==> config.mk <==
export PLATFORM = sky130hd
export DESIGN_NAME = sem_ctrl
export DESIGN_NICKNAME = d
export VERILOG_FILES = /design/src/rtl/sem_pkg.sv /design/src/rtl/sem_ctrl.sv
export SDC_FILE = /design/constraint.sdc
export NUM_CORES = 1
export LEC_CHECK = 0
export BUFFER_PORTS_ARGS = -buffer_cell sky130_fd_sc_hd__buf_2
export CORE_AREA = 2 2 39 41
export DETAILED_ROUTE_END_ITERATION = 12
export DIE_AREA = 0 0 41 43
export GPL_ROUTABILITY_DRIVEN = 0
export PLACE_DENSITY_LB_ADDON = 0.2
export SETUP_SLACK_MARGIN = 0.1
export SLEW_MARGIN = 30
export SYNTH_ARGS = -nofsm -noshare
export SYNTH_HDL_FRONTEND = slang
export SYNTH_SLANG_ARGS = --single-unit
==> constraint.sdc <==
create_clock -name clk_i -period 3.32 [get_ports clk_i]
set_input_delay 0.498 -clock clk_i [delete_from_list [all_inputs] [get_ports clk_i]]
set_output_delay 0.498 -clock clk_i [all_outputs]
set_load 0.1 [all_outputs]
==> src/rtl/sem_pkg.sv <==
// ----------------------------------------------------------------------------
// sem_pkg
// Shared types and constants for the Sobel 3x3 edge magnitude block.
// ----------------------------------------------------------------------------
package sem_pkg;

  // Pixel and geometry widths
  localparam int PIX_W     = 8;
  localparam int DIM_W     = 13;
  localparam int MAX_WIDTH = 4096;
  localparam int COL_W     = $clog2(MAX_WIDTH);
  localparam int ROW_W     = DIM_W;

  // Register reset values
  localparam logic [DIM_W-1:0] WIDTH_RST  = DIM_W'(640);
  localparam logic [DIM_W-1:0] HEIGHT_RST = DIM_W'(480);

  // Configuration register indexes
  localparam int CFG_IDX_W = 1;
  localparam logic [CFG_IDX_W-1:0] REG_IMAGE_WIDTH  = 1'b0;
  localparam logic [CFG_IDX_W-1:0] REG_IMAGE_HEIGHT = 1'b1;

  // Arithmetic widths: gradients span +/-1020, their square sum stays below 2^21
  localparam int GRAD_W  = 11;
  localparam int SUMSQ_W = 21;
  localparam int ROOT_W  = 8;
  localparam int BIT_W   = $clog2(ROOT_W);

  // Largest square sum that still rounds to a root of 255 (255*255 + 255)
  localparam logic [SUMSQ_W-1:0] SAT_LIMIT = SUMSQ_W'(65280);

  // Line store word: previous row in the low byte, the row before in the high byte
  localparam int LINE_W = 2 * PIX_W;

  // Controller to datapath commands
  typedef struct packed {
    logic             accept;     // latch pixel, read line stores
    logic             load;       // shift window, write line stores, advance position
    logic             square;     // form the square sum
    logic             root_step;  // one bit of the square root
    logic [BIT_W-1:0] root_bit;   // bit under trial
    logic             out_load;   // round and move result to output register
  } sem_cmd_t;

  // Datapath to controller status
  typedef struct packed {
    logic emit;      // current position is interior
    logic out_free;  // output register can take a result this cycle
  } sem_sts_t;

endpackage

==> src/rtl/sem_ctrl.sv <==
// ----------------------------------------------------------------------------
// sem_ctrl
// Per-pixel sequencer: accept, window load, square sum, root bits, output.
// ----------------------------------------------------------------------------
module sem_ctrl
  import sem_pkg::*;
(
  input  logic     clk_i,
  input  logic     rst_ni,
  input  logic     in_valid_i,
  output logic     in_ready_o,
  input  sem_sts_t sts_i,
  output sem_cmd_t cmd_o
);

  typedef enum logic [2:0] {
    ST_IDLE,
    ST_LOAD,
    ST_SQUARE,
    ST_ROOT,
    ST_OUT
  } state_e;

  state_e           state_q;
  logic [BIT_W-1:0] bit_q;

  // Sequence one pixel at a time
  always_ff @(posedge clk_i or negedge rst_ni) begin
    if (!rst_ni) begin
      state_q <= ST_IDLE;
      bit_q   <= '0;
    end else begin
      case (state_q)
        ST_IDLE: begin
          if (in_valid_i) begin
            state_q <= ST_LOAD;
          end
        end
        ST_LOAD: begin
          // border positions give no result
          state_q <= sts_i.emit ? ST_SQUARE : ST_IDLE;
        end
        ST_SQUARE: begin
          state_q <= ST_ROOT;
          bit_q   <= BIT_W'(ROOT_W - 1);
        end
        ST_ROOT: begin
          if (bit_q == '0) begin
            state_q <= ST_OUT;
          end else begin
            bit_q <= bit_q - 1'b1;
          end
        end
        ST_OUT: begin
          if (sts_i.out_free) begin
            state_q <= ST_IDLE;
          end
        end
        default: begin
          state_q <= ST_IDLE;
        end
      endcase
    end
  end

  // Decode commands from state
  always_comb begin
    cmd_o           = '0;
    cmd_o.accept    = (state_q == ST_IDLE) && in_valid_i;
    cmd_o.load      = (state_q == ST_LOAD);
    cmd_o.square    = (state_q == ST_SQUARE);
    cmd_o.root_step = (state_q == ST_ROOT);
    cmd_o.root_bit  = bit_q;
    cmd_o.out_load  = (state_q == ST_OUT) && sts_i.out_free;
  end

  assign in_ready_o = (state_q == ST_IDLE);

endmodule

# Word-level counts from Yosys, hierarchy flattened
# Cells that the tools add are included.
# Widths: inputs -> output; s select.
[word_totals]
reg_bits = 6
inputBits = 5
out_inout_bits = 9
[op_classes]
add_sub_neg = 1
eq_ne = 8
n_mux = 7
n_reduce_logical = 7
[ops]
columns = ["op", "count"]
rows = [
  ["$pmux 3 s5", 1],
  ["$mux 3", 4],
  ["$eq 3x2->1 const B", 2],
  ["$logic_not 3->1", 2],
  ["$ne 2x2->1 const B", 3],
  ["$pmux 3 s2", 1],
  ["$eq 3x1->1 const B", 1],
  ["$eq 3x3->1 const B", 1],
  ["$reduce_and 3->1", 1],
  ["$sub 3x1->3 const B", 1],
  ["$logic_and 1x1->1", 2],
  ["$mux 2", 1],
  ["$ne 2x1->1 const B", 1],
  ["$reduce_and 2->1", 1],
  ["$reduce_bool 2->1", 1],
]

# Depth between registers and ports, before layout
[depth]
word_depth = 3
mapped_depth = 5
ltp_nobuf = 5

# Worst setup path after synthesis
# OpenSTA, ideal clock, no wires.
[synth_path]
path_kind = "reg2out"
from = "register state_q[2]"
to = "output cmd_o[7] in the netlist's numbering"
arrival_time_ns = 3.541
slack_ns = -0.719
path_stages_with_launch = 3
cell_sequence = "dfrtp_1 > nor3_1 > and2_1"
[synth_lines]
columns = ["item", "line", "text"]
rows = [
  ["start, declared", "sem_ctrl.sv:24", "state_e state_q;"],
  ["start signal, assigned", "sem_ctrl.sv:41", "state_q <= sts_i.emit ? ST_SQUARE : ST_IDLE;"],
  ["end, declared", "sem_ctrl.sv:13", "output sem_cmd_t cmd_o"],
]

==> summary.md <==
| Metric | Value |
|---|---|
| Status | completed |
| DR WL/cell | 10.5 um |
| Clock slew at reported path FFs | 0.05 ns |
| Routed Wire Length | 727 um |
| DRT Pass-1 Iters | 4 |
| Footprint of the multi-input gates | 203 um^2 |
| Post-DP Area | 449 um^2 |
| Share of cells above drive strength 1 | 43.4% |
| Req. time, crit path | 2.82 ns |
| Netlist cell types | 23 |
| Die area | 1760 um^2 |
| Fin area | 472 um^2 |
| Drt via density | 4.61 |
| CP Class | flop to output pin |
| Synth warnings | 0 |
| Hold Fails Final Rpt | 0 |
| RSZ-0062 raised after global routing | false |
| Chip width | 41 um |
| Hold Buf Count CTS | 0 |
| Post-cts resize count | 0 |
| Antenna-violating nets left | 0 |
| # fillers | 145 |
| Largest delay share family, worst path | flip-flops |
| Area grow syn2layout | 29.6% |
| CP bufs+invs | 1 |
| Max Slew Vio Count | 0 |
| First-pass GRT wire length | 1.17 mm |
| IO buf count | 13 |
| Max stage delay on crit path | 0.47 ns |
| First DRT Iteration DRCs | 4 |
| Critical Path Start Type | flop |
| Sequential share of the synthesized area | 41.2% |
| Placeable Area | 1380 um^2 |
| Mapped Nets | 45 |
| Clock skew | 0.00693 ns |
| Skew-Pair Late Insertion Delay | 0.25 ns |
| Die Height | 43 um |
| GRT Util Overall | 10.3% |
| Worst-path maximum fanout | 8 |
| Vias in the first global route | 281 |
| Slew headroom | 67.8% |
| WHS | 0.0686 ns |
| Ant diodes | 0 |
| CTS Sinks | 6 |
| Flops & latches, synth | 6 |
| Tcrit/Tclk final | 60.5% |
| Boundary pin count | 14 |
| Slew @ Worst Pin | 0.486 ns |
| Pin count of the biggest net entering global routing | 11 |
| Drc violations | 0 |
| Cell Area, Synth | 364 um^2 |
| Via count | 318 |
| Cell count after synthesis | 38 |
| FF-to-FF Start | bit_q[0] |
| H-tree Lvls | 1 |
| Setup repair bufs after CTS | 0 |
| Clk buf depth | 2 |
| # rows | 14 |
| CP cell instances | or2b_1 -> nor2_1 -> buf_2 |
| Type of the most critical hold path | input pin to async pin |
| Register area | 150 um^2 |
| Initial antenna violation count | 0 |
| Clock buffer count from CTS | 3 |
| Slowest CP cell | dfrtp_1 |
| Max cap viols | 0 |
| Nets | 62 |
| GRT overflow | 0 |
| Syn Area/Cell | 9.58 um^2 |
| Crit. Startpoint | state_q[2] |
| Setup TNS | 0 ns |
| Fin crit period | 2.01 ns |
| CTS tree | done |
| Initial core utilization | 26.3% |
| Root Driver | clkbuf_4 |
| Crit end category | output pin |
| Final setup violation count | 0 |
| Crit path arrival time | 1.51 ns |
| Peak Freq | 498 MHz |
==> layout make-up <==
cell class	instances	share of cell area (%)
multi-input cells	28	43.0
flip-flops and latches	6	31.8
repair buffers	13	13.8
clock buffers	3	4.77
well taps	16	4.24
inverters	3	2.39
==> metrics by stage <==
stage	utilization (%)	setup slack (ns)	instances
after floorplan	-	0.115	38
after global placement	32.5	1.58	66
after detailed placement	32.5	1.58	66
after CTS	34.1	1.30	69
after global routing	34.1	1.22	69
final	34.1	1.31	69
==> state kept, by name (all words and copies together) (netlist names) <==
signal,count
state_q,3
bit_q,3
==> synth_stat cells, drive strengths merged <==
cell type  number  area [um^2]
nor2b           1         13.8
or2b            1         7.51
and3            2         18.8
nand2           3         11.3
inv             3         11.3
o21ai           1         8.76
nand3           1         5.00
o22ai           1         6.26
a22o            1         8.76
dfrtp           6          150
nand2b          2         12.5
nor3b           1         7.51
o31ai           1         7.51
nand3b          2         15.0
and2            2         13.8
nor2            2         7.51
nor3            1         5.00
buf             1         5.00
ha              2         25.0
a21oi           4         23.8
==> routing by layer <==
metal	up-vias	track usage, %	routed length (um)
met2	14	12.8	304
met1	141	13.1	337
li1	161	-	-
met3	2	4.71	73
met4	0	8.00	11
met5	-	0	0
==> cell usage in the layout (no fill, tap or decap), drive strengths merged <==
cell,synthesis,routed
or2b,1,1
o31ai,1,1
nor2b,1,1
and2,2,2
o21ai,1,1
clkbuf,0,3
nor2,2,2
nand3b,2,2
nor3b,1,1
a21oi,4,4
dfrtp,6,6
nor3,1,1
inv,3,3
ha,2,2
and3,2,2
nand2b,2,2
nand2,3,3
a22o,1,1
nand3,1,1
buf,1,13
o22ai,1,1
==> kinds of logic (layout without fill, tap and decap cells) <==
logic type / Yosys count / after routing / synth area share [%]
compound gates: 8 / 8 / 15.1
fa+ha+maj: 2 / 2 / 6.87
buf+inv: 4 / 19 / 4.47
flops: 6 / 6 / 41.2
simple gates: 18 / 18 / 32.3
==> final timing paths <==
kind / end / slack, ns / cells after the start
setup / recovery: cmd_o[5] / 1.31 / 3
hold / removal: state_q[2] / 0.07 / 1
setup reg to reg: bit_q[1] / 2.10 / 5
hold reg to reg: bit_q[1] / 0.56 / 2
max in group asynchronous: bit_q[0] / 3.10 / 1
min in group clk_i: state_q[2] / 0.46 / 2
Power is not shown: default switching activity piles up to over one toggle a cycle in this logic, so the estimate is an artifact.
